<file path="src/rtl/two_pool_free_page_allocator_defines.svh">
// ----------------------------------------------------------------------------
// Two-pool free page allocator: assertion macros
// Concurrent check wrappers; define NO_ASSERTIONS to compile them out.
// ----------------------------------------------------------------------------
`ifndef TWO_POOL_FREE_PAGE_ALLOCATOR_DEFINES_SVH
`define TWO_POOL_FREE_PAGE_ALLOCATOR_DEFINES_SVH

`ifndef NO_ASSERTIONS
// same-cycle implication
`define TPFA_ASSERT_IMP(label, clk, rst_n, ante, cons) \
    label: assert property (@(posedge clk) disable iff (!(rst_n)) (ante) |-> (cons)) \
        else $error("tpfa check failed");
// next-cycle implication
`define TPFA_ASSERT_NXT(label, clk, rst_n, ante, cons) \
    label: assert property (@(posedge clk) disable iff (!(rst_n)) (ante) |=> (cons)) \
        else $error("tpfa check failed");
`else
`define TPFA_ASSERT_IMP(label, clk, rst_n, ante, cons)
`define TPFA_ASSERT_NXT(label, clk, rst_n, ante, cons)
`endif

`endif

</file>
<file path="src/rtl/tpfa_pkg.sv">
// ----------------------------------------------------------------------------
// tpfa_pkg
// Types, codes and sizing for the two-pool free page allocator.
// ----------------------------------------------------------------------------
`timescale 1ns / 1ps

package tpfa_pkg;

    localparam int TOTAL_PAGES       = 1024;
    localparam int KERNEL_POOL_PAGES = 256;

    // kernel pool is cut to the store size
    localparam int KERN_EFF    = (KERNEL_POOL_PAGES > TOTAL_PAGES) ?
                                 TOTAL_PAGES : KERNEL_POOL_PAGES;
    localparam int USER_EFF    = TOTAL_PAGES - KERN_EFF;

    localparam int PAGE_W      = 10;
    localparam int CNT_W       = 11;
    localparam int COUNT_MAX   = 2047;
    localparam int ADDR_W      = $clog2(TOTAL_PAGES);
    localparam int IDX_W       = $clog2(TOTAL_PAGES + 1);

    localparam int KERN_CNT_RST = (KERN_EFF > COUNT_MAX) ? COUNT_MAX : KERN_EFF;
    localparam int USER_CNT_RST = (USER_EFF > COUNT_MAX) ? COUNT_MAX : USER_EFF;

    localparam logic MODE_ALLOC   = 1'b0;
    localparam logic MODE_FREE    = 1'b1;
    localparam logic POOL_USER    = 1'b0;
    localparam logic POOL_KERN    = 1'b1;
    localparam logic STATUS_OK    = 1'b0;
    localparam logic STATUS_EMPTY = 1'b1;

    typedef struct packed {
        logic              mode;
        logic              pool;
        logic [PAGE_W-1:0] page_index;
    } t_req;

    typedef struct packed {
        logic              status;
        logic [PAGE_W-1:0] granted_page;
        logic [CNT_W-1:0]  free_count;
    } t_result;

    // one link: successor page and whether there is one
    typedef struct packed {
        logic              valid;
        logic [PAGE_W-1:0] page;
    } t_link;

    localparam int LINK_W = $bits(t_link);

    typedef struct packed {
        logic              en;
        logic [ADDR_W-1:0] addr;
        t_link             data;
    } t_mem_wr;

endpackage

</file>
<file path="src/rtl/tpfa_init.sv">
// ----------------------------------------------------------------------------
// tpfa_init
// Post-reset sweep that chains every pool in ascending page order.
// ----------------------------------------------------------------------------
`timescale 1ns / 1ps

module tpfa_init (
    input  logic              i_clk,
    input  logic              i_rst_n,
    output tpfa_pkg::t_mem_wr o_wr,
    output logic              o_done
);

    logic [tpfa_pkg::IDX_W-1:0] r_idx;
    logic [tpfa_pkg::IDX_W-1:0] n_idx;
    logic                       w_last;

    assign o_done = (r_idx == tpfa_pkg::IDX_W'(tpfa_pkg::TOTAL_PAGES));
    assign n_idx  = r_idx + 1'b1;

    // last page of either pool has no successor
    assign w_last = (n_idx == tpfa_pkg::IDX_W'(tpfa_pkg::KERN_EFF)) ||
                    (n_idx == tpfa_pkg::IDX_W'(tpfa_pkg::TOTAL_PAGES));

    always_comb begin
        o_wr.en         = !o_done;
        o_wr.addr       = r_idx[tpfa_pkg::ADDR_W-1:0];
        o_wr.data.valid = !w_last;
        o_wr.data.page  = w_last ? '0 : n_idx[tpfa_pkg::PAGE_W-1:0];
    end

    always_ff @(posedge i_clk) begin
        if (!i_rst_n) begin
            r_idx <= '0;
        end else if (!o_done) begin
            r_idx <= n_idx;
        end
    end

endmodule

</file>
<file path="config.mk">
export PLATFORM = sky130hd
export DESIGN_NAME = tpfa_init
export DESIGN_NICKNAME = d
export VERILOG_FILES = /design/src/rtl/two_pool_free_page_allocator_defines.svh /design/src/rtl/tpfa_pkg.sv /design/src/rtl/tpfa_init.sv
export SDC_FILE = /design/constraint.sdc
export NUM_CORES = 1
export LEC_CHECK = 0
export BUFFER_PORTS_ARGS = -buffer_cell sky130_fd_sc_hd__buf_2
export CORE_MARGIN = 1.5
export CORE_UTILIZATION = 49
export DETAILED_ROUTE_END_ITERATION = 8
export PLACE_DENSITY = 0.79
export SETUP_SLACK_MARGIN = 0.5
export SLEW_MARGIN = 15
export SYNTH_ARGS = -nofsm -noshare
export SYNTH_HDL_FRONTEND = slang
export SYNTH_SLANG_ARGS = --single-unit
export TNS_END_PERCENT = 10
</file>
<file path="constraint.sdc">
create_clock -name i_clk -period 2.15 [get_ports i_clk]
set_clock_uncertainty 0.1 [all_clocks]
set_input_delay 0.43 -clock i_clk [delete_from_list [all_inputs] [get_ports i_clk]]
set_output_delay 0.43 -clock i_clk [all_outputs]
set_load 0.02 [all_outputs]
</file>
==> impl_results.md <==
- Failing checks: negative setup slack
- Critical path's slowest cell: dfxtp_4
- Antenna diodes: 0
- Finish-stage setup viols: 6
- Largest net degree at the start of global routing: 10
- R2r endpoint: r_idx[10]
- DR vias: 772
- Final Util: 81.6%
- Post-CTS Hold Buffers: 0
- Reg2Reg Depth: 8
- Syn Inst Count: 95
- Worst slack, placed: -0.0168 ns
- Syn nets: 99
- Worst-Margin Slew: 0.360 ns
- Synth top area cells: dfxtp_1, buf_4, xnor2_1
- Register area: 233 um2
- Slew margin rel.: 76.0%
- Avg Cell Area, Syn: 8.57 um2
- EDFF count, synth: 0
- GP Congestion: 0.773
- CP required: 1.62 ns
- Syn-to-layout area delta: 52.7%
- Antenna-violating nets left: 0
- CP cell instances: ha_4 > nand3_4 > nor2_4 > or3_4 > a211oi_4 > buf_6 > a31oi_4 > buf_6
- Power per Cell Area: 361 nW/um2
- Most common cell in the netlist: dfxtp_1
- Sequential Power Share: 48.0%
- H-tree Lvls: 1
- Syn. warnings: 0
- Critical R2R Launch: r_idx[1]
- Critical path peak fanout: 4
- Initial Util: 53.4%
- End of the critical path: o_wr[0]
- I/O pin count: 25
- Detailed Place HPWL: 1490 um
- Largest register FFs: 11
- Clk root buf: clkbuf_4
- Drt wl/cell: 14.2 um
- Top cells by count, synth: dfxtp_1, buf_4, nand2_1, nor2_1, xnor2_1
- DRT Pass-1 Iters: 4
- Post-Route WL: 2100 um
- Core footprint: 1520 um2
- Clock Latency Late Sink: 0.27 ns
- Internal power: 0.321 mW
- Comb pwr share: 20.0%
- # Max-Cap Violations: 0
- Clock-pin slew on the worst setup and hold paths: 0.08 ns
- Die width: 43.8 um
- First-pass GRT wire length: 3200 um
- DIE AREA: 1920 um2
- RSZ-0062 raised after global routing: yes
- Grt total ovfl: 0
- Slew Viols, Final: 0
- Post-synth ARST share: 0%
- Residual DRC: 0
- Status: finished, violations left
- DP Cell Count: 139
- Crit. Startpoint: r_idx[0]
- Psw: 0.128 mW
- Clock power frac: 32.0%
- Area of the multi-input gates: 606 um2
- Final Non-Filler Cells: 148
- Netlist Area Pre-Place: 815 um2
- Post-layout min period: 2.36 ns
- Clock Sinks: 11
- Final Cycle Share: 110%
- Top-area cell type share of the netlist area: 27.0%
- Top flop regs: r_idx: 11 flops
- Worst VDD drop: 0.411 mV
- Synth cell types: 35
- FF-to-FF setup slack: 0.45 ns
- TritonCTS clock tree: done
- DRC marker count from the first detailed-route iteration: 15
- Critical Path AT: 1.83 ns
- Yosys reg bits: 11
- Most frequent CP cell: buf_6
- Final hold viol count: 0
- Worst Setup Slack, final: -0.214 ns
- Sequential element share of the synthesized area: 27.0%
- Row cnt: 14
- Initial antenna violation count: 0
- Top FF cell, synth: dfxtp_1
- Worst setup EP type: output pin
- Vias per cell: 5.22
- Leakage: 0.579 nW
- Fmax: 423 MHz
- Area leader, netlist: dfxtp_1
- Die Y: 43.8 um
- Vias in the first global route: 698
- Total CTS buffers: 3
- Critical path startpoint category: flop
- Critical Path Max Stage Delay: 0.36 ns
- Clk buf depth: 2
- Switching share of total power: 28.6%
- Fillers: 95
- Share of cells above drive strength 1: 56.1%
- Port bufs: 24
- Top reg by flops: r_idx
- Total track usage: 22.5%
- Critical path class: flop to output pin
- Nets: 137
- Hold WC Path Type: input port to flop
## power groups by stage
stage	Combinational, mW	Clock, mW	Sequential, mW
floorplan	0.0488	0	0.223
detailed placement	0.0737	0	0.219
global placement	0.0731	0	0.219
global route	0.0956	0.155	0.216
finish	0.0899	0.144	0.216
CTS	0.0809	0.143	0.214
## placed cells by master, fill, tap and decap left out, types with 2 or more instances in the layout
cell type | synthesis | final
and2_1 | 2 | 2
and3_1 | 3 | 3
buf_2 | 1 | 13
buf_4 | 10 | 22
buf_6 | 0 | 8
clkbuf_4 | 0 | 3
dfxtp_1 | 11 | 5
dfxtp_2 | 0 | 4
dfxtp_4 | 0 | 2
inv_1 | 5 | 4
nand2_1 | 8 | 5
nand2_2 | 1 | 3
nand3_1 | 3 | 3
nand4_4 | 0 | 2
nor2_1 | 8 | 8
nor2b_1 | 6 | 6
xnor2_1 | 7 | 6
xor2_1 | 4 | 2
xor2_2 | 0 | 2
## cells by family after synthesis
family,Yosys count,synth area share [%]
mux,1,1.23
buf+inv,16,12.1
simple gates,43,33.5
fa+ha+maj,2,3.07
flops,11,27.0
compound gates,11,11.2
xor+xnor,11,11.8
## critical path: cells and delay by family, from the launching register on
family / cells / cell delay [ns]
simple gates: 3 / 0.46
flops: 1 / 0.36
buf+inv: 2 / 0.29
compound gates: 2 / 0.29
fa+ha+maj: 1 / 0.16
## layout make-up
| cell class | count | area share, % |
|---|---|---|
| Multi-Input combinational cell | 68 | 48.7 |
| Timing Repair Buffer | 44 | 27.4 |
| Sequential cell | 11 | 18.7 |
| Clock buffer | 4 | 2.11 |
| Tap cell | 16 | 1.61 |
| Inverter | 5 | 1.51 |
## how the worst min path moves through the flow
stage          slack, ns  depth (start not counted)        end       from
2_1_floorplan       0.45                          1   r_idx[0]    i_rst_n
3_3_place_gp        0.52                          2  r_idx[10]  r_idx[10]
3_5_place_dp        0.54                          2  r_idx[10]  r_idx[10]
4_1_cts             0.35                          2  r_idx[10]    i_rst_n
5_1_grt             0.36                          2   r_idx[1]    i_rst_n
6_report            0.35                          2   r_idx[0]    i_rst_n
## metal layers
metal	share of wire, %	global-route usage, %
met4	0.048	9.09
met5	0	0
met3	3.8	1.67
met2	52	37.1
met1	45	30.3
## repair_timing
item / 4_1_cts / 5_1_grt
gates resized for setup: 24 / 11
pin swaps: 8 / 6
setup endpoints to repair: 13 / 17
setup buffers: 1 / 4
## metrics by stage
step / hold WS [ns] / power (mW) / area (um2) / setup TNS [ns]
floorplan: 0.451 / 0.272 / 865 / 0
detailed placement: 0.540 / 0.293 / 1040 / -0.0365
finish: 0.347 / 0.449 / 1240 / -0.832
global placement: 0.524 / 0.292 / 1040 / 0
global route: 0.358 / 0.466 / 1240 / -1.34
CTS: 0.352 / 0.438 / 1170 / -1.28
Power figures use the tool's default switching activity.
