[config.mk]
export PLATFORM = sky130hd
export DESIGN_NAME = tpfa_ram
export DESIGN_NICKNAME = d
export VERILOG_FILES = /design/src/rtl/two_pool_free_page_allocator_defines.svh /design/src/rtl/tpfa_ram.sv
export SDC_FILE = /design/constraint.sdc
export NUM_CORES = 1
export LEC_CHECK = 0
export ABC_AREA = 1
export BUFFER_PORTS_ARGS = -buffer_cell sky130_fd_sc_hd__buf_2
export CAP_MARGIN = 20
export CORE_MARGIN = 10
export CORE_UTILIZATION = 30
export DETAILED_ROUTE_END_ITERATION = 6
export GPL_TIMING_DRIVEN = 1
export SLEW_MARGIN = 15
export SYNTH_ARGS = -nofsm -noshare
export SYNTH_HDL_FRONTEND = slang
export SYNTH_SLANG_ARGS = --single-unit
[constraint.sdc]
create_clock -name i_clk -period 3.3 [get_ports i_clk]
set_input_delay 0.495 -clock i_clk [delete_from_list [all_inputs] [get_ports i_clk]]
set_output_delay 0.495 -clock i_clk [all_outputs]
set_load 0.005 [all_outputs]
[src/rtl/two_pool_free_page_allocator_defines.svh]
// ----------------------------------------------------------------------------
// Two-pool free page allocator: assertion macros
// Concurrent check wrappers; define NO_ASSERTIONS to compile them out.
// ----------------------------------------------------------------------------
`ifndef TWO_POOL_FREE_PAGE_ALLOCATOR_DEFINES_SVH
`define TWO_POOL_FREE_PAGE_ALLOCATOR_DEFINES_SVH

`ifndef NO_ASSERTIONS
// same-cycle implication
`define TPFA_ASSERT_IMP(label, clk, rst_n, ante, cons) \
    label: assert property (@(posedge clk) disable iff (!(rst_n)) (ante) |-> (cons)) \
        else $error("tpfa check failed");
// next-cycle implication
`define TPFA_ASSERT_NXT(label, clk, rst_n, ante, cons) \
    label: assert property (@(posedge clk) disable iff (!(rst_n)) (ante) |=> (cons)) \
        else $error("tpfa check failed");
`else
`define TPFA_ASSERT_IMP(label, clk, rst_n, ante, cons)
`define TPFA_ASSERT_NXT(label, clk, rst_n, ante, cons)
`endif

`endif

[src/rtl/tpfa_ram.sv]
// ----------------------------------------------------------------------------
// tpfa_ram
// Generic single-write, single-read RAM with registered read data.
// ----------------------------------------------------------------------------
`timescale 1ns / 1ps

module tpfa_ram #(
    parameter int WIDTH = 8,
    parameter int DEPTH = 16
) (
    input  logic                     i_clk,
    input  logic                     i_we,
    input  logic [$clog2(DEPTH)-1:0] i_waddr,
    input  logic [WIDTH-1:0]         i_wdata,
    input  logic                     i_re,
    input  logic [$clog2(DEPTH)-1:0] i_raddr,
    output logic [WIDTH-1:0]         o_rdata
);

    logic [WIDTH-1:0] r_mem [DEPTH];
    logic [WIDTH-1:0] r_rdata;

    always_ff @(posedge i_clk) begin
        if (i_we) begin
            r_mem[i_waddr] <= i_wdata;
        end
        if (i_re) begin
            r_rdata <= r_mem[i_raddr];
        end
    end

    assign o_rdata = r_rdata;

endmodule

==> results.sh, run 1 <==
export IMPL_status="finished clean"
export IMPL_post_route_min_period_ns=1.60
export IMPL_multi_input_area_um2=1210
export IMPL_end_kind="register"
export IMPL_slew_headroom_pct=30.6
export IMPL_synthDistinctLibCells=11
export IMPL_post_drt_wl_per_cell_um=15.3
export IMPL_setup_tns_ns=0
export IMPL_antenna_found_initial=0
export IMPL_hold_buffers=0
export IMPL_grt_pass1_vias=3588
export IMPL_worstPathArrival_ns=1.63
export IMPL_worst_hold_path_endpoint="o_rdata[2]$_DFFE_PP_"
export IMPL_syn_area_per_cell_um2=10.6
export IMPL_fillers=1957
export IMPL_die_h_um=160
export IMPL_cp_data_required_time_ns=3.33
export IMPL_placed_area_um2=6190
export IMPL_placement_io_buffers=26
export IMPL_clockBufferDepth=2
export IMPL_synth_seq_area_share_pct=69.8
export IMPL_cts_tree="yes"
export IMPL_cellPowerDensity_nw_per_um2=562
export IMPL_core_area_um2=19300
export IMPL_critPathBufInv=1
export IMPL_holdCritStartpoint="i_re"
export IMPL_dr_first_iter_drc_count=280
export IMPL_crit_start="i_waddr[3]"
export IMPL_cts_buffers=17
export IMPL_syn_area_um2=5850
export IMPL_vias=3667
export IMPL_swShare_pct=21.4
export IMPL_dp_cells=823
export IMPL_start_util_pct=30.2
export IMPL_crit_fanout=8
export IMPL_hpwl_um=7800
export IMPL_clockPowerShare_pct=41.8
export IMPL_crit_chain="buf_2 -> nand3b_1 -> nor2_1"
export IMPL_finalNetCount=596
export IMPL_fin_skew_ns=0.00791
export IMPL_drt_total_wl_um=13100
export IMPL_cp_slowest_cell="nor2_1"
export IMPL_grt_max_degree=65
export IMPL_cp_top_family="simple AND/OR/NAND/NOR gates"
export IMPL_insertion_delay_ns=0.42
export IMPL_htree_levels=4
export IMPL_area_delta_synth_final_pct=14.1
export IMPL_drive_gt1_share_pct=9.18
export IMPL_via_per_inst=4.30
export IMPL_power_internal_mw=2.94
export IMPL_synthCells=551
export IMPL_rrSetupSlack_ns=2.17
export IMPL_slew_viol_final=0
export IMPL_gr_total_overflow=0
export IMPL_syn_nets=570
export IMPL_p_switching_uw=803
export IMPL_die_area_um2=25500
export IMPL_clock_root_buffer="clkbuf_16"
export IMPL_grt_pass1_wl_um=20500
export IMPL_seqPwrFrac_pct=52.3
export IMPL_yosysWarnings=0
export IMPL_r2r_end="o_rdata[2]$_DFFE_PP_"
export IMPL_max_freq_mhz=625
export IMPL_clkTransAtPathRegs_ns=0.05
export IMPL_fin_area_um2=6670
export IMPL_drt_pass1_iter_count=4
export IMPL_post_cts_buffers=0
export IMPL_setup_viol=0
export IMPL_min_path_cells=1
export IMPL_worstSetupPathType="in -> reg"
export IMPL_worst_pin_slew_ns=1.04
export IMPL_max_cap_violations=0
export IMPL_combPwrFrac_pct=5.9
export IMPL_instances_no_fill=853
export IMPL_ir_worst_vdd_mv=0.306
export IMPL_drtAntennaViolNets=0
export IMPL_io_pins=27
export IMPL_diodes=0
export IMPL_row_count=51
export IMPL_rr_startpoint="r_mem[11][2]$_DFFE_PP_"
export IMPL_route_detailed_drc=0
export IMPL_post_route_period_util_pct=48.5
export IMPL_startpoint_type="primary input"
export IMPL_cts_sinks=136
export IMPL_grt_total_usage_pct=10.5
export IMPL_ys_ff_latch=136
export IMPL_hp_class="in -> reg"
export IMPL_place_congestion=0.757
export IMPL_rsz0062_at_grt="false"
export IMPL_hold_viol_final=0
export IMPL_fp_dieW_um=160
export IMPL_ff2ff_path_depth=6
export IMPL_whs_ns=0.439
export IMPL_cts_resized=0
export IMPL_seqCellArea_um2=4080
export IMPL_p_leak_nw=2.80
export IMPL_max_stage_delay_ns=0.81
## cell usage after synthesis, drive strengths merged
cell type  count  area [um2]
buf           24         166
nor2          17        63.8
edfxtp       136        4080
nand2        173         649
nand3b         2        15.0
inv          102         383
nand3         97         485
## stage by stage
stage	setup WS [ns]	util (%)	power [mW]
CTS	1.68	34.5	3.78
global route	1.60	34.5	3.88
finish	1.70	34.5	3.75
floorplan	1.85	-	2.13
detailed placement	1.24	32.0	2.22
global placement	1.23	32.0	2.21
## power groups by stage
stage / Clock, mW / Sequential [mW] / Combinational, mW
6_report: 1.57 / 1.96 / 0.219
5_1_grt: 1.67 / 1.96 / 0.249
4_1_cts: 1.59 / 1.96 / 0.222
3_5_place_dp: 0 / 2.00 / 0.221
3_3_place_gp: 0 / 2.00 / 0.219
2_1_floorplan: 0 / 1.99 / 0.136
## layout make-up
cell class                 count  share of cell area (%)
sequential                   136                    61.2
clock buffer                  23                    6.71
timing repair buffer          31                    2.70
inverter                     102                    5.74
clock inverter                 7                   0.469
multi-input combinational    289                    18.2
tap                          265                    4.97
## registers in the layout, indices dropped and copies added (netlist names)
name / count
o_rdata: 8
r_mem: 128
## layout by cell type, fill, tap and decap left out, drive strengths merged
cell | netlist | routed
nor2 | 17 | 17
nand2 | 173 | 173
nand3b | 2 | 2
nand3 | 97 | 97
buf | 24 | 31
clkbuf | 0 | 23
edfxtp | 136 | 136
clkinv | 0 | 7
inv | 102 | 102
## kinds of logic after synthesis
| family | synth area share [%] |
|---|---|
| and+or+nand+nor | 20.8 |
| DFF | 69.8 |
| buffers and inverters | 9.39 |
## metal layers
layer  routed length (um)  up-vias  GRT usage [%]
li1                     -     1828              -
met4                  195        0           4.51
met1                 6200     1714           14.1
met3                  714       15           2.43
met2                 5950      110           16.0
met5                    0        -              0
## worst max-delay path by stage
stage,to,depth (start not counted)
floorplan,r_mem[10][0]$_DFFE_PP_,2
global placement,r_mem[4][7]$_DFFE_PP_,3
detailed placement,r_mem[5][6]$_DFFE_PP_,3
CTS,r_mem[5][2]$_DFFE_PP_,3
global route,o_rdata[2]$_DFFE_PP_,8
finish,r_mem[4][0]$_DFFE_PP_,3
(Power assumes the default switching activity.)
==> inputs of run 2 (changes only) <==
Settings changed: ABC_AREA 1 to 0.
Clock period 3.3 ns to 1.6 ns, I/O delays scaled along.
==> run 2 against run 1 <==
  * Critical endpoint is now o_rdata[3]$_DFFE_PP_
  * Final cell count is 38% lower
  * Combinational power up 74%
  * Synthesized cell count fell by 58%
  * Setup slack got worse by 1.6 ns
  * Die area is 9.3% lower
  * Utilization is 2.8 points higher
  * Clock skew is 0.0028 ns lower
  * Clock power increased to 2.5 times the previous value
  * Area after synthesis decreased by 11%
  * Hold slack got worse by 0.24 ns
  * Power grew 120%
  * First-iteration DRC count is 48% lower
==> results.sh, run 2 <==
export IMPL_max_freq_mhz=645
export IMPL_worstSetupPathType="reg -> reg"
export IMPL_synth_edf_count=136
export IMPL_vias=2455
export IMPL_combPwrFrac_pct=4.5
export IMPL_ff2ff_path_depth=3
export IMPL_grt_pass1_vias=2606
export IMPL_post_cts_buffers=0
export IMPL_ir_worst_vdd_mv=0.822
export IMPL_drt_total_wl_um=10300
export IMPL_cts_sinks=136
export IMPL_max_cap_violations=0
export IMPL_route_detailed_drc=0
export IMPL_drt_pass1_iter_count=4
export IMPL_cp_slowest_cell="mux4_1"
export IMPL_yosys_most_used_dff="edfxtp_1"
export IMPL_cts_tree="yes"
export IMPL_syn_area_um2=5230
export IMPL_synthDistinctLibCells=18
export IMPL_final_cell_mix="136 x edfxtp_1, 26 x buf_2, 26 x buf_4"
export IMPL_grtUsageMet1_pct=11.6
export IMPL_crit_fanout=1
export IMPL_largest_register_ff_count=128
export IMPL_startpoint_type="register"
export IMPL_place_congestion=0.749
export IMPL_cellPowerDensity_nw_per_um2=1310
export IMPL_slew_headroom_pct=46.7
export IMPL_diodes=0
export IMPL_p_switching_mw=1.63
export IMPL_yosysWarnings=0
export IMPL_die_area_um2=23100
export IMPL_whs_ns=0.200
export IMPL_crit_chain="mux4_1 -> a22oi_1 -> nand2_1"
export IMPL_syn_area_per_cell_um2=22.8
export IMPL_grt_pass1_wl_um=15800
export IMPL_hp_class="in -> reg"
export IMPL_async_reset_ff_share_pct=0
export IMPL_io_pins=27
export IMPL_end_kind="register"
export IMPL_synth_top_cell_area_share_pct=78.1
export IMPL_rsz0062_at_grt="false"
export IMPL_slew_viol_final=0
export IMPL_row_count=48
export IMPL_insertion_delay_ns=0.41
export IMPL_ys_ff_latch=136
export IMPL_grt_busiest_layer="met2"
export IMPL_core_area_um2=17200
export IMPL_grt_total_usage_pct=9.08
export IMPL_gr_total_overflow=0
export IMPL_grtUsageMet3_pct=3.08
export IMPL_clock_root_buffer="clkbuf_16"
export IMPL_die_h_um=152
export IMPL_final_common_cell="edfxtp_1"
export IMPL_p_leak_nw=2.15
export IMPL_fin_skew_ns=0.00516
export IMPL_cts_buffers=17
export IMPL_yosys_top_cells_area="edfxtp_1 78%, mux4_2 7.8%, mux4_1 7.0%, a22oi_1 2.3%, nor2_1 0.93%"
export IMPL_final_core_util_pct=37.3
export IMPL_grt_max_degree=17
export IMPL_area_delta_synth_final_pct=22.6
export IMPL_synthCells=229
export IMPL_dr_first_iter_drc_count=146
export IMPL_swShare_pct=19.4
export IMPL_hold_viol_final=0
export IMPL_start_util_pct=30.4
export IMPL_ys_top_cells_by_count="136 x edfxtp_1, 18 x mux4_2, 16 x a22oi_1"
export IMPL_finalNetCount=311
export IMPL_post_route_period_util_pct=96.9
export IMPL_yosysMostFrequentCell="edfxtp_1"
export IMPL_min_path_cells=1
export IMPL_power_total_mw=8.39
export IMPL_power_internal_mw=6.77
export IMPL_syn_nets=248
export IMPL_fp_dieW_um=152
export IMPL_cp_data_required_time_ns=1.75
export IMPL_setup_tns_ns=0
export IMPL_clockBufferDepth=2
export IMPL_post_drt_wl_per_cell_um=19.4
export IMPL_status="finished clean"
export IMPL_drive_gt1_share_pct=34.1
export IMPL_worstPathArrival_ns=1.70
export IMPL_clockPowerShare_pct=47.3
export IMPL_post_route_min_period_ns=1.55
export IMPL_globalRouteMet2Util_pct=13.9
export IMPL_htree_levels=4
export IMPL_worst_pin_slew_ns=0.798
export IMPL_synth_top_area_cell="edfxtp_1"
export IMPL_drtAntennaViolNets=0
export IMPL_setup_viol=0
export IMPL_hpwl_um=7140
export IMPL_via_per_inst=4.63
export IMPL_placement_io_buffers=26
export IMPL_clkTransAtPathRegs_ns=0.06
export IMPL_rrSetupSlack_ns=0.05
export IMPL_synth_seq_area_share_pct=78.1
export IMPL_regMostFlops="r_mem"
export IMPL_antenna_found_initial=0
export IMPL_seqPwrFrac_pct=48.1
export IMPL_max_stage_delay_ns=0.50
==> run 2: repair_timing <==
item,4_1_cts,5_1_grt
resized for setup,0,1
hold buffers,0,0
endpoints found under the hold margin,0,0
endpoints found under the setup margin,0,1
==> run 2: through the flow <==
step | std cells | setup slack (ns) | instance area (um2)
6_report | 530 | 0.0502 | 6410
5_1_grt | 530 | 0.00824 | 6410
4_1_cts | 530 | 0.0266 | 6400
3_5_place_dp | 498 | -0.230 | 5790
3_3_place_gp | 498 | -0.249 | 5790
2_1_floorplan | 229 | 0.0776 | 5230
==> run 2: kinds of logic (layout without fill, tap and decap cells) <==
kind of cell / count (synthesis) / in the layout / synth area share (%)
AO/OA/AOI/OAI: 16 / 16 / 2.30
buffers and inverters: 10 / 86 / 1.65
flip-flops: 136 / 136 / 78.1
multiplexers: 32 / 32 / 14.8
AND/OR/NAND/NOR: 35 / 35 / 3.14
==> run 2: worst max-delay path: cells and delay by family, from the launching register on <==
| kind | cells | cell delay [ns] |
|---|---|---|
| compound gates | 1 | 0.34 |
| flops | 1 | 0.36 |
| simple gates | 1 | 0.10 |
| mux | 1 | 0.50 |
==> run 2: final cells by class <==
type	instances	area, um2
fill	1590	10800
clock buffer	18	429
clock inverter	14	181
multi-input combinational	83	1070
timing repair buffer	54	365
tap	225	282
sequential	136	4080
==> run 2: final timing paths <==
| kind | startpoint | end |
|---|---|---|
| hold reg to reg | r_mem[14][3]$_DFFE_PP_ | o_rdata[3]$_DFFE_PP_ |
| hold / removal | i_re | o_rdata[5]$_DFFE_PP_ |
| setup / recovery | r_mem[0][3]$_DFFE_PP_ | o_rdata[3]$_DFFE_PP_ |
| setup reg to reg | r_mem[0][3]$_DFFE_PP_ | o_rdata[3]$_DFFE_PP_ |
==> run 2: routing by layer <==
layer	vias to the layer above	part of all wire, %
met3	11	5.8
met2	68	48
met5	-	0
met1	1263	45
met4	0	1.2
li1	1113	-
==> run 2: power by group through the flow <==
stage	combinational, mW	sequential (mW)	clock, mW
after floorplan	0.203	4.10	0
after global placement	0.377	4.11	0
after detailed placement	0.386	4.11	0
after CTS	0.387	4.04	4.03
after global routing	0.417	4.04	4.19
final	0.381	4.04	3.97
