==> src/rtl/two_pool_free_page_allocator_defines.svh <==
// ----------------------------------------------------------------------------
// Two-pool free page allocator: assertion macros
// Concurrent check wrappers; define NO_ASSERTIONS to compile them out.
// ----------------------------------------------------------------------------
`ifndef TWO_POOL_FREE_PAGE_ALLOCATOR_DEFINES_SVH
`define TWO_POOL_FREE_PAGE_ALLOCATOR_DEFINES_SVH

`ifndef NO_ASSERTIONS
// same-cycle implication
`define TPFA_ASSERT_IMP(label, clk, rst_n, ante, cons) \
    label: assert property (@(posedge clk) disable iff (!(rst_n)) (ante) |-> (cons)) \
        else $error("tpfa check failed");
// next-cycle implication
`define TPFA_ASSERT_NXT(label, clk, rst_n, ante, cons) \
    label: assert property (@(posedge clk) disable iff (!(rst_n)) (ante) |=> (cons)) \
        else $error("tpfa check failed");
`else
`define TPFA_ASSERT_IMP(label, clk, rst_n, ante, cons)
`define TPFA_ASSERT_NXT(label, clk, rst_n, ante, cons)
`endif

`endif

==> src/rtl/tpfa_pkg.sv <==
// ----------------------------------------------------------------------------
// tpfa_pkg
// Types, codes and sizing for the two-pool free page allocator.
// ----------------------------------------------------------------------------
`timescale 1ns / 1ps

package tpfa_pkg;

    localparam int TOTAL_PAGES       = 1024;
    localparam int KERNEL_POOL_PAGES = 256;

    // kernel pool is cut to the store size
    localparam int KERN_EFF    = (KERNEL_POOL_PAGES > TOTAL_PAGES) ?
                                 TOTAL_PAGES : KERNEL_POOL_PAGES;
    localparam int USER_EFF    = TOTAL_PAGES - KERN_EFF;

    localparam int PAGE_W      = 10;
    localparam int CNT_W       = 11;
    localparam int COUNT_MAX   = 2047;
    localparam int ADDR_W      = $clog2(TOTAL_PAGES);
    localparam int IDX_W       = $clog2(TOTAL_PAGES + 1);

    localparam int KERN_CNT_RST = (KERN_EFF > COUNT_MAX) ? COUNT_MAX : KERN_EFF;
    localparam int USER_CNT_RST = (USER_EFF > COUNT_MAX) ? COUNT_MAX : USER_EFF;

    localparam logic MODE_ALLOC   = 1'b0;
    localparam logic MODE_FREE    = 1'b1;
    localparam logic POOL_USER    = 1'b0;
    localparam logic POOL_KERN    = 1'b1;
    localparam logic STATUS_OK    = 1'b0;
    localparam logic STATUS_EMPTY = 1'b1;

    typedef struct packed {
        logic              mode;
        logic              pool;
        logic [PAGE_W-1:0] page_index;
    } t_req;

    typedef struct packed {
        logic              status;
        logic [PAGE_W-1:0] granted_page;
        logic [CNT_W-1:0]  free_count;
    } t_result;

    // one link: successor page and whether there is one
    typedef struct packed {
        logic              valid;
        logic [PAGE_W-1:0] page;
    } t_link;

    localparam int LINK_W = $bits(t_link);

    typedef struct packed {
        logic              en;
        logic [ADDR_W-1:0] addr;
        t_link             data;
    } t_mem_wr;

endpackage

==> src/rtl/tpfa_ctrl.sv <==
// ----------------------------------------------------------------------------
// tpfa_ctrl
// Pool heads, free counts and the pop/push sequencer around the link store.
// ----------------------------------------------------------------------------
`timescale 1ns / 1ps

module tpfa_ctrl (
    input  logic                        i_clk,
    input  logic                        i_rst_n,
    input  logic                        i_init_done,
    input  logic                        i_start,
    input  tpfa_pkg::t_req              i_req,
    output logic                        o_busy,
    output tpfa_pkg::t_mem_wr           o_wr,
    output logic                        o_re,
    output logic [tpfa_pkg::ADDR_W-1:0] o_raddr,
    input  tpfa_pkg::t_link             i_rdata,
    output logic                        o_valid,
    output tpfa_pkg::t_result           o_result
);

    typedef enum logic [1:0] {
        ST_IDLE = 2'b01,
        ST_READ = 2'b10
    } t_state;

    t_state                     r_state, n_state;
    tpfa_pkg::t_link            r_head [2];
    tpfa_pkg::t_link            n_head [2];
    logic [tpfa_pkg::CNT_W-1:0] r_cnt  [2];
    logic [tpfa_pkg::CNT_W-1:0] n_cnt  [2];
    logic                       r_pool, n_pool;
    logic [tpfa_pkg::PAGE_W-1:0] r_page, n_page;
    logic                       r_valid, n_valid;
    tpfa_pkg::t_result          r_result, n_result;

    logic                       w_accept;
    tpfa_pkg::t_link            w_head;
    logic [tpfa_pkg::CNT_W-1:0] w_cnt;

    assign o_busy   = (r_state != ST_IDLE) || !i_init_done;
    assign w_accept = i_start && !o_busy;
    assign w_head   = r_head[i_req.pool];
    assign w_cnt    = r_cnt[i_req.pool];

    // head link is fetched on every accept; used only by a pop
    assign o_re    = w_accept;
    assign o_raddr = w_head.page[tpfa_pkg::ADDR_W-1:0];

    always_comb begin
        n_state  = r_state;
        n_head   = r_head;
        n_cnt    = r_cnt;
        n_pool   = r_pool;
        n_page   = r_page;
        n_valid  = 1'b0;
        n_result = r_result;
        o_wr     = '0;
        case (r_state)
            ST_IDLE: begin
                if (w_accept) begin
                    n_pool = i_req.pool;
                    if (i_req.mode == tpfa_pkg::MODE_ALLOC) begin
                        if (!w_head.valid || ({1'b0, w_head.page} >=
                                tpfa_pkg::CNT_W'(tpfa_pkg::TOTAL_PAGES))) begin
                            n_valid               = 1'b1;
                            n_result.status       = tpfa_pkg::STATUS_EMPTY;
                            n_result.granted_page = '0;
                            n_result.free_count   = w_cnt;
                        end else begin
                            n_page  = w_head.page;
                            n_state = ST_READ;
                        end
                    end else begin
                        n_valid               = 1'b1;
                        n_result.status       = tpfa_pkg::STATUS_OK;
                        n_result.granted_page = '0;
                        n_result.free_count   = w_cnt;
                        if ({1'b0, i_req.page_index} <
                                tpfa_pkg::CNT_W'(tpfa_pkg::TOTAL_PAGES)) begin
                            // push: new page links to the old head
                            o_wr.en   = 1'b1;
                            o_wr.addr = i_req.page_index[tpfa_pkg::ADDR_W-1:0];
                            o_wr.data = w_head;
                            n_head[i_req.pool].valid = 1'b1;
                            n_head[i_req.pool].page  = i_req.page_index;
                            if (w_cnt != tpfa_pkg::CNT_W'(tpfa_pkg::COUNT_MAX)) begin
                                n_cnt[i_req.pool]   = w_cnt + 1'b1;
                                n_result.free_count = w_cnt + 1'b1;
                            end
                        end
                    end
                end
            end
            ST_READ: begin
                // link of the popped page is now the new head
                n_head[r_pool]        = i_rdata;
                n_valid               = 1'b1;
                n_result.status       = tpfa_pkg::STATUS_OK;
                n_result.granted_page = r_page;
                n_result.free_count   = r_cnt[r_pool];
                if (r_cnt[r_pool] != '0) begin
                    n_cnt[r_pool]       = r_cnt[r_pool] - 1'b1;
                    n_result.free_count = r_cnt[r_pool] - 1'b1;
                end
                n_state = ST_IDLE;
            end
            default: begin
                n_state = ST_IDLE;
            end
        endcase
    end

    always_ff @(posedge i_clk) begin
        if (!i_rst_n) begin
            r_state                          <= ST_IDLE;
            r_valid                          <= 1'b0;
            r_head[tpfa_pkg::POOL_KERN].valid <= (tpfa_pkg::KERN_EFF > 0);
            r_head[tpfa_pkg::POOL_KERN].page  <= '0;
            r_head[tpfa_pkg::POOL_USER].valid <= (tpfa_pkg::KERN_EFF < tpfa_pkg::TOTAL_PAGES);
            r_head[tpfa_pkg::POOL_USER].page  <=
                (tpfa_pkg::KERN_EFF < tpfa_pkg::TOTAL_PAGES) ?
                tpfa_pkg::PAGE_W'(tpfa_pkg::KERN_EFF) : '0;
            r_cnt[tpfa_pkg::POOL_KERN]        <= tpfa_pkg::CNT_W'(tpfa_pkg::KERN_CNT_RST);
            r_cnt[tpfa_pkg::POOL_USER]        <= tpfa_pkg::CNT_W'(tpfa_pkg::USER_CNT_RST);
        end else begin
            r_state <= n_state;
            r_valid <= n_valid;
            r_head  <= n_head;
            r_cnt   <= n_cnt;
        end
    end

    always_ff @(posedge i_clk) begin
        r_pool   <= n_pool;
        r_page   <= n_page;
        r_result <= n_result;
    end

    assign o_valid  = r_valid;
    assign o_result = r_result;

endmodule

==> config.mk <==
export PLATFORM = sky130hd
export DESIGN_NAME = tpfa_ctrl
export DESIGN_NICKNAME = d
export VERILOG_FILES = /design/src/rtl/two_pool_free_page_allocator_defines.svh /design/src/rtl/tpfa_pkg.sv /design/src/rtl/tpfa_ctrl.sv
export SDC_FILE = /design/constraint.sdc
export NUM_CORES = 1
export LEC_CHECK = 0
export ABC_AREA = 1
export BUFFER_PORTS_ARGS = -buffer_cell sky130_fd_sc_hd__buf_4
export CORE_AREA = 2 2 99 125
export CTS_BUF_LIST = sky130_fd_sc_hd__clkbuf_16
export CTS_CLUSTER_DIAMETER = 100
export DETAILED_ROUTE_END_ITERATION = 6
export DIE_AREA = 0 0 101 127
export PLACE_DENSITY = 0.66
export SLEW_MARGIN = 10
export SYNTH_ARGS = -nofsm -noshare
export SYNTH_HDL_FRONTEND = slang
export SYNTH_SLANG_ARGS = --single-unit
==> constraint.sdc <==
create_clock -name i_clk -period 2.7 [get_ports i_clk]
set_input_delay 0.54 -clock i_clk [delete_from_list [all_inputs] [get_ports i_clk]]
set_output_delay 0.54 -clock i_clk [all_outputs]
set_load 0.02 [all_outputs]
==> flow_summary_export.csv, run 1 <==
group,metric,value,unit
run_status,outcome,"finished, final reports clean",
pwr,p_comb_share,16.9,%
grt,grt_pass1_vias,4339,
cells_and_area,final_util,51.5,%
timing,rsz0062_at_grt,"false",
worst_setup_path,arrival,2580,ps
route,ant_nets,0,
timing,fin_setup_tns,0,ps
cells_and_area,mostFrequentLayoutCell,"nand2_1",
clock_tree,cts_hold_buf,0,
floorplan,rows,44,
yosys,yosysUniqueCellTypes,41,
route,wl_per_cell,14.5,um
yosys,ys_warn_count,0,
pwr,switchingPower,882,uW
place,gp_congestion,0.929,
clock_tree,clk_path_buf_depth,2,
worst_hold_path,hold_path_class,"reg -> reg",
route,drt-total-wl,13.7,mm
clock_tree,numCtsBuffers,9,
route,drt_iter0_drc,326,
route,dr.pass1.iters,7,
floorplan,start_util,42.3,%
yosys,synth.avg_cell_area,6.81,um^2
timing,clock_skew,6.60,ps
timing,slew_viol_final,0,
pwr,vdd_drop_max,292,uV
timing,worst_slew_pin_slew,650,ps
timing,slew_headroom,56.5,%
yosys,synth_edf_count,33,
place,io_buffers,83,
cells_and_area,syn2layout_area_growth,21.6,%
worst_setup_path,path_max_fanout,17,
yosys,synth_nets,750,
pwr,clkPwrFrac,40.3,%
cells_and_area,drive_gt1_share,19.4,%
yosys,syn_inst,718,
grt,grt_pass1_wl,21.7,mm
run,maxCapViolations,0,
timing,period_share,86.7,%
worst_setup_path,critPathCaptureType,"flop",
yosys,yosysSeqAreaShare,39.5,%
pwr,power_density,521,mW/mm^2
route,dr_total_vias,4792,
floorplan,core-area,0.0116,mm^2
floorplan,die_y,127,um
clock_tree,cts_tree,"yes",
floorplan,dieWidth,101,um
route,drc_errors,0,
clock_tree,post_cts_buffers,0,
clock_tree,clk-insertion-delay-late,340,ps
pwr,power,3100,uW
timing,max_freq,427,MHz
timing,holdWs,455,ps
cells_and_area,mostFrequentLayoutCells,"nand2_1, inv_1, buf_4, nor2_1, dfxtp_1",
timing,layout_setup_ws,360,ps
route,detail_route.vias_per_cell,5.09,
clock_tree,ctsResizeCount,0,
clock_tree,clk_pin_slew,60,ps
pwr,sw_frac_of_total,28.5,%
worst_setup_path,worstPathRequired,2940,ps
pwr,seqPwrFrac,42.8,%
timing,hold_viol_final,0,
cells_and_area,n_antenna_cell,0,
worst_setup_path,start_kind,"flop",
place,post-dp-hpwl,10.1,mm
grt,grt_usage,21.7,%
yosys,synth-async-reset-ratio,0,%
floorplan,pin_count,84,
pwr,leakagePower,0.00304,uW
timing,setup-violations-final,0,
grt,grt_max_degree,46,
worst_setup_path,worstSetupPathType,"reg -> reg",
clock_tree,cts.sinks,80,
floorplan,die-area,0.0128,mm^2
clock_tree,cts_root_buf,"clkbuf_16",
yosys,ys.flop_type,"dfxtp_1",
pwr,p_int,2220,uW
place,dp_slack,188,ps
yosys,ys_seq_elements,80,
grt,grt_overflow,0,
clock_tree,cts-htree-levels,3,
yosys,synth_area,0.00489,mm^2
cells_and_area,final_nets,830,
grt,antenna_found_initial,0,
timing,period_minus_slack,2340,ps
-- critical path, stage by stage, from the launching register on --
cell and delay, ps:
dfxtp_1 330, inv_1 60, ha_1 220, buf_4 210, nor2_1 170, nor2_2 110
nor2_1 530, inv_1 350, nor2_1 180, nor2_1 60
-- flip-flops by register name, summed over array words and instances (netlist names) --
| register | cells |
|---|---|
| o_result | 22 |
| r_state | 2 |
| o_valid | 1 |
| r_pool | 1 |
| r_head | 22 |
| r_cnt | 22 |
| r_page | 10 |
-- stage by stage --
step	std cells	area (um^2)
after floorplan	718	4890
after global placement	925	5650
after detailed placement	925	5650
after CTS	941	5950
after global routing	941	5950
final	941	5950
-- routing by layer --
| layer | share of wire [%] | track usage [%] | vias up |
|---|---|---|---|
| met3 | 5.2 | 2.95 | 25 |
| met5 | 0 | 0 | - |
| met2 | 48 | 35.2 | 180 |
| met4 | 2.1 | 7.79 | 0 |
| met1 | 45 | 29.4 | 2171 |
| li1 | - | - | 2416 |
-- final cells by class --
class                   count  area (um^2)
flip-flops and latches     80         1930
clock buffers               9          225
repair buffers             97          753
inverters                 112          430
multi-input cells         498         2360
clock inverters             7         78.8
fillers                  1176         5610
well taps                 138          173
-- Yosys cell counts, types with 7 or more instances --
library cell  count  area [um^2]
a21oi_1          11         55.1
nor2_1           93          349
clkbuf_1         12         45.0
o21ai_0          41          205
dfxtp_1          47          941
nand2_1         217          815
o22ai_1          23          144
nand4_1           8         50.1
edfxtp_1         33          991
nand3_1          40          200
inv_1           103          387
nand2_2          14         87.6
o21ai_1           7         35.0
-- worst paths after layout --
| check | start | to | slack (ps) | cells after the start |
|---|---|---|---|---|
| worst max-delay path | r_state[0]$_SDFFE_PN1P_ | r_head[14]$_SDFFE_PN0P_ | 360 | 9 |
| worst min-delay path | r_head[19]$_SDFFE_PN1P_ | r_head[19]$_SDFFE_PN1P_ | 460 | 2 |
| worst max register to register | r_state[0]$_SDFFE_PN1P_ | r_head[14]$_SDFFE_PN0P_ | 360 | 9 |
| worst min register to register | r_head[19]$_SDFFE_PN1P_ | r_head[19]$_SDFFE_PN1P_ | 460 | 2 |
-- logic make-up (layout without fill, tap and decap cells) --
kind of cell / count (synthesis) / after routing / synth area share, %
AOI/OAI and AO/OA: 93 / 93 / 11.2
xor gates and xnor gates: 6 / 6 / 1.07
adders and majority gates: 5 / 5 / 1.28
buffers and inverters: 140 / 225 / 12.3
DFF: 80 / 80 / 39.5
muxes: 1 / 1 / 0.205
and+or+nand+nor: 393 / 393 / 34.5
-- power groups by stage --
stage | Clock (uW) | Combinational (uW) | Sequential [uW]
after floorplan | 0 | 332 | 1360
after global placement | 0 | 513 | 1350
after detailed placement | 0 | 519 | 1350
after CTS | 1270 | 522 | 1330
after global routing | 1320 | 582 | 1330
final | 1250 | 524 | 1330
No activity file was read; power rests on OpenSTA's default activity.
==> run 2: changes to the inputs <==
--- a/config.mk
+++ b/config.mk
@@ -8,7 +8,7 @@
 export ABC_AREA = 1
 export BUFFER_PORTS_ARGS = -buffer_cell sky130_fd_sc_hd__buf_4
 export CORE_AREA = 2 2 99 125
-export CTS_BUF_LIST = sky130_fd_sc_hd__clkbuf_16
+export CTS_BUF_LIST = sky130_fd_sc_hd__clkbuf_8
 export CTS_CLUSTER_DIAMETER = 100
 export DETAILED_ROUTE_END_ITERATION = 6
 export DIE_AREA = 0 0 101 127
==> flow_summary_export.csv, run 2 (synthesis results as in run 1) <==
group,metric,value,unit
worst_setup_path,worstPathRequired,2960,ps
timing,rsz0062_at_grt,"false",
route,dr.pass1.iters,6,
floorplan,start_util,42.3,%
place,dp_slack,188,ps
clock_tree,clk_path_buf_depth,2,
clock_tree,post_cts_buffers,0,
route,detail_route.vias_per_cell,5.10,
worst_setup_path,rr_startpoint,"r_state[0]$_SDFFE_PN1P_",
cells_and_area,final_cells,941,
cells_and_area,mostFrequentLayoutCell,"nand2_1",
worst_setup_path,path_delay_family,"simple AND/OR/NAND/NOR gates",
floorplan,die_y,127,um
grt,grt_util_met3,3.67,%
timing,max_freq,436,MHz
route,drt_iter0_drc,457,
floorplan,core-area,0.0116,mm^2
timing,hold_viol_final,0,
grt,use_met1,29.3,%
timing,fin_setup_tns,0,ps
clock_tree,cts_hold_buf,0,
grt,antenna_found_initial,0,
worst_setup_path,start_kind,"flop",
route,ant_nets,0,
timing,layout_setup_ws,406,ps
timing,slew_headroom,58.0,%
worst_setup_path,path_buf_inv,3,
clock_tree,clk-insertion-delay-late,370,ps
route,dr_total_vias,4800,
grt,grt_usage,21.6,%
worst_setup_path,path_max_fanout,17,
pwr,leakagePower,0.00300,uW
route,wl_per_cell,14.5,um
worst_hold_path,hp-start,"i_rdata[10]",
worst_setup_path,crit_chain,"inv_1 -> ha_1 -> buf_4 -> nor2_1 -> nor2_2 -> nor2_1 -> inv_1 -> nor2_1 -> nor2_1",
pwr,vdd_drop_max,185,uV
pwr,power_density,474,mW/mm^2
run_status,outcome,"finished, final reports clean",
worst_setup_path,critPathCaptureType,"flop",
worst_setup_path,slowest_stage,"nor2_1",
worst_setup_path,critPathMaxStageDelay,510,ps
grt,use_met2,35.0,%
place,gp_congestion,0.929,
grt,grt_overflow,0,
worst_setup_path,r2r_slack,410,ps
clock_tree,cts_root_buf,"clkbuf_8",
clock_tree,cts.sinks,80,
worst_hold_path,hold_path_class,"in -> reg",
worst_setup_path,r2r_end,"r_head[20]$_SDFFE_PN0P_",
grt,grt-busiest-layer,"met2",
cells_and_area,drive_gt1_share,19.4,%
clock_tree,cts_tree,"yes",
grt,grt_pass1_vias,4344,
floorplan,rows,44,
timing,slew_viol_final,0,
clock_tree,clk_pin_slew,90,ps
clock_tree,numCtsBuffers,9,
cells_and_area,mostFrequentLayoutCells,"nand2_1, inv_1, buf_4, nor2_1, dfxtp_1",
floorplan,pin_count,84,
cells_and_area,syn2layout_area_growth,19.5,%
worst_setup_path,worstSetupPathType,"reg -> reg",
route,drt-total-wl,13.6,mm
floorplan,dieWidth,101,um
grt,grt_pass1_wl,21.7,mm
timing,holdWs,439,ps
cells_and_area,final_nets,830,
run,maxCapViolations,0,
timing,period_share,85.0,%
worst_hold_path,holdPathStages,3,
place,placed_cells,925,
timing,worst_slew_pin_slew,629,ps
timing,setup-violations-final,0,
grt,grt_max_degree,46,
timing,clock_skew,9.41,ps
cells_and_area,n_antenna_cell,0,
worst_setup_path,cpMostUsedCell,"nor2_1",
clock_tree,cts-htree-levels,3,
place,post-dp-hpwl,10.1,mm
clock_tree,ctsResizeCount,0,
worst_setup_path,arrival,2560,ps
route,drc_errors,0,
worst_setup_path,r2r_cells,9,
worst_hold_path,min_to,"r_head[10]$_SDFFE_PN1P_",
place,io_buffers,83,
timing,period_minus_slack,2290,ps
floorplan,die-area,0.0128,mm^2
[run 2: cell counts in the layout (fill, tap and decap cells not counted)]
Identical to the previous run, type by type.
[run 2: report_power, final]
part	switching, uW	leakage (uW)	internal, uW
logic	343	0.00220	181
registers	17.7	0.000696	1310
clock network	488	0.0000994	437
total	848	0.00300	1920
[run 2: final cells by class]
type / count / area (um^2)
timing repair buffer: 97 / 753
fill: 1186 / 5710
clock buffer: 9 / 124
sequential: 80 / 1930
inverter: 112 / 430
tap: 138 / 173
multi-input combinational: 498 / 2360
clock inverter: 7 / 78.8
[run 2: tightest hold or removal path: stages]
cell and delay (ps):
buf_4 80, o21ai_0 70, nand3_1 80
[run 2: stage by stage]
stage                     utilization, %  total power, uW  instance area, um^2
after global placement              48.8             1860                 5650
after global routing                50.6             2900                 5850
after floorplan                        -             1700                 4890
after CTS                           50.6             2790                 5850
after detailed placement            48.8             1870                 5650
final                               50.6             2770                 5850
[run 2: worst max-delay path by stage]
| stage | start | to | slack (ps) | cells past startpoint |
|---|---|---|---|---|
| after floorplan | i_req[10] | o_result[0]$_DFFE_PP_ | 360 | 12 |
| after global placement | i_req[10] | o_result[0]$_DFFE_PP_ | 220 | 11 |
| after detailed placement | i_req[10] | o_result[3]$_DFFE_PP_ | 190 | 11 |
| after CTS | r_state[0]$_SDFFE_PN1P_ | r_head[16]$_SDFFE_PN0P_ | 390 | 9 |
| after global routing | r_state[0]$_SDFFE_PN1P_ | r_head[16]$_SDFFE_PN0P_ | 80 | 9 |
| final | r_state[0]$_SDFFE_PN1P_ | r_head[20]$_SDFFE_PN0P_ | 410 | 9 |
[run 2: per-layer routing]
metal | wire length (um) | vias to the layer above | part of all wire, %
met3 | 834 | 20 | 6.1
met1 | 6010 | 2169 | 44
li1 | - | 2416 | -
met2 | 6540 | 195 | 48
met5 | 0 | - | 0
met4 | 250 | 0 | 1.8
==> run 3: changes to the inputs <==
--- a/config.mk
+++ b/config.mk
@@ -5,14 +5,14 @@
 export SDC_FILE = /design/constraint.sdc
 export NUM_CORES = 1
 export LEC_CHECK = 0
-export ABC_AREA = 1
+export ABC_AREA = 0
 export BUFFER_PORTS_ARGS = -buffer_cell sky130_fd_sc_hd__buf_4
-export CORE_AREA = 2 2 99 125
+export CORE_AREA = 2 2 97 123
 export CTS_BUF_LIST = sky130_fd_sc_hd__clkbuf_8
 export CTS_CLUSTER_DIAMETER = 100
 export DETAILED_ROUTE_END_ITERATION = 6
-export DIE_AREA = 0 0 101 127
-export PLACE_DENSITY = 0.66
+export DIE_AREA = 0 0 99 125
+export PLACE_DENSITY = 0.68
 export SLEW_MARGIN = 10
 export SYNTH_ARGS = -nofsm -noshare
 export SYNTH_HDL_FRONTEND = slang
==> constraint.sdc (replaced) <==
create_clock -name i_clk -period 2 [get_ports i_clk]
set_input_delay 0.4 -clock i_clk [delete_from_list [all_inputs] [get_ports i_clk]]
set_output_delay 0.4 -clock i_clk [all_outputs]
set_load 0.02 [all_outputs]
==> flow_summary_export.csv, run 3 <==
group,metric,value,unit
yosys,synth_top_area_share,21.0,%
cells_and_area,final_cells,832,
pwr,power,3900,uW
clock_tree,clk-insertion-delay-late,380,ps
run,maxCapViolations,0,
timing,max_freq,405,MHz
grt,grt_pass1_vias,4712,
clock_tree,numCtsBuffers,9,
timing,setup-violations-final,69,
worst_setup_path,slowest_stage,"or4b_4",
place,gp_congestion,0.915,
worst_hold_path,hold_path_class,"in -> reg",
place,dp_slack,-576,ps
worst_hold_path,holdPathStages,3,
timing,rsz0062_at_grt,"true",
timing,period_minus_slack,2470,ps
clock_tree,cts_hold_buf,0,
timing,slew_headroom,47.5,%
cells_and_area,n_antenna_cell,0,
clock_tree,cts.sinks,80,
clock_tree,cts-htree-levels,3,
yosys,synth_area_leaders,"edfxtp_1, dfxtp_1, nor2_1",
yosys,synth_most_common_cell,"nor2_1",
floorplan,die_y,125,um
worst_hold_path,min_to,"r_head[21]$_SDFFE_PN1P_",
worst_setup_path,rr_startpoint,"r_pool$_DFFE_PP_",
worst_setup_path,r2r_slack,-470,ps
cells_and_area,syn2layout_area_growth,49.2,%
worst_setup_path,r2r_end,"o_result[6]$_DFFE_PP_",
floorplan,die-area,0.0124,mm^2
timing,hold_viol_final,0,
timing,fin_setup_tns,-14600,ps
floorplan,rows,44,
yosys,yosysUniqueCellTypes,64,
route,ant_nets,0,
route,dr.pass1.iters,5,
clock_tree,clk_path_buf_depth,2,
worst_setup_path,worstSetupPathType,"reg -> reg",
worst_setup_path,arrival,2620,ps
yosys,synth.avg_cell_area,9.26,um^2
timing,period_share,123,%
timing,holdWs,281,ps
floorplan,pin_count,84,
yosys,synth-async-reset-ratio,0,%
grt,grt_pass1_wl,25.0,mm
worst_setup_path,critPathMaxStageDelay,490,ps
yosys,ys_seq_elements,80,
route,drt_iter0_drc,301,
cells_and_area,drive_gt1_share,47.4,%
yosys,ys.flop_type,"dfxtp_1",
cells_and_area,final_nets,721,
worst_hold_path,hp-start,"i_rdata[10]",
floorplan,core-area,0.0113,mm^2
yosys,synthTopCellsByCount,"nor2_1, dfxtp_1, nand2_1, edfxtp_1, clkbuf_1",
cells_and_area,mostFrequentLayoutCells,"buf_4, nor2_1, dfxtp_1, nand2_1, edfxtp_1",
yosys,syn_inst,511,
cells_and_area,nFillCells,904,
timing,clock_skew,11.3,ps
worst_setup_path,crit_chain,"or4b_4 -> or4_4 -> a211oi_4 -> buf_4 -> nor2_1 -> a22o_1",
grt,grt_overflow,0,
cells_and_area,multi_input_area,0.00298,mm^2
yosys,ys_warn_count,0,
run_status,violations,"negative setup slack",
route,wl_per_cell,19.9,um
worst_setup_path,r2r_cells,6,
floorplan,dieWidth,99,um
clock_tree,clk_pin_slew,100,ps
worst_setup_path,start_kind,"flop",
yosys,synth_edf_count,33,
timing,layout_setup_ws,-468,ps
pwr,power_density,552,mW/mm^2
clock_tree,cts_tree,"yes",
grt,grt_usage,25.9,%
floorplan,start_util,41.9,%
route,detail_route.vias_per_cell,5.73,
clock_tree,cts_root_buf,"clkbuf_8",
cells_and_area,regArea,0.00193,mm^2
place,io_buffers,83,
yosys,synth_nets,543,
route,drt-total-wl,16.5,mm
cells_and_area,mostFrequentLayoutCell,"buf_4",
yosys,yosysSeqAreaShare,40.8,%
yosys,synth_area,0.00473,mm^2
worst_setup_path,critPathCaptureType,"flop",
pwr,vdd_drop_max,393,uV
route,drc_errors,0,
yosys,synth_area_leader_cell,"edfxtp_1",
pwr,leakagePower,0.00288,uW
grt,antenna_found_initial,0,
grt,grt_max_degree,24,
place,post-dp-hpwl,11.8,mm
timing,worst_slew_pin_slew,787,ps
route,dr_total_vias,4765,
worst_setup_path,path_max_fanout,5,
place,placed_cells,805,
run_status,outcome,"finished, violations left",
timing,slew_viol_final,0,
worst_setup_path,worstPathRequired,2150,ps
worst_setup_path,startpoint,"r_pool$_DFFE_PP_",
-- run 3: critical path: cells and delay by family (launching register included) --
family | cells | cell delay, ps
AOI/OAI and AO/OA | 2 | 530
buffers and inverters | 1 | 210
DFF | 1 | 450
and+or+nand+nor | 3 | 1050
-- run 3: cell families (layout without fill, tap and decap cells) --
| kind of cell | after synthesis | count (layout) | share of synthesized area, % |
|---|---|---|---|
| compound gates | 116 | 116 | 18.7 |
| xor+xnor | 29 | 29 | 5.37 |
| mux | 39 | 39 | 8.73 |
| buf+inv | 47 | 230 | 4.10 |
| simple gates | 195 | 195 | 21.0 |
| flops | 80 | 80 | 40.8 |
| fa+ha+maj | 5 | 5 | 1.32 |
-- run 3: metal layers --
layer | share of wire [%] | global-route usage [%]
met1 | 39 | 31.4
met2 | 52 | 44.5
met4 | 3.7 | 12.0
met3 | 5.3 | 4.08
met5 | 0 | 0
-- run 3: metrics by stage --
stage | util [%] | area (um^2)
CTS | 60.8 | 6870
floorplan | - | 4910
finish | 62.5 | 7060
global placement | 56.7 | 6400
global route | 62.5 | 7060
detailed placement | 56.7 | 6400
-- run 3: worst max-delay path by stage --
stage | to | depth (start not counted) | slack (ps)
global route | o_result[6]$_DFFE_PP_ | 6 | -540
detailed placement | o_result[6]$_DFFE_PP_ | 9 | -580
floorplan | o_result[6]$_DFFE_PP_ | 10 | -580
finish | o_result[6]$_DFFE_PP_ | 6 | -470
global placement | o_result[6]$_DFFE_PP_ | 9 | -530
CTS | o_result[6]$_DFFE_PP_ | 8 | -460
-- run 3: what timing repair did --
item	4_1_cts	5_1_grt
buffers inserted	5	4
pin swaps	17	9
cloned	1	2
resized for setup	51	44
setup endpoints to repair	56	64
-- run 3: final cells by class --
class / instances / share of cell area [%]
inverter: 7 / 0.443
clock buffer: 10 / 1.95
clock inverter: 6 / 1.06
timing repair buffer: 207 / 24.5
multi-input combinational: 384 / 42.2
sequential: 80 / 27.4
tap: 138 / 2.45
-- run 3: power breakdown --
part	internal (uW)	leakage, uW	switching [uW]
registers	1740	0.000699	27.9
clock network	628	0.000105	686
logic	389	0.00208	424
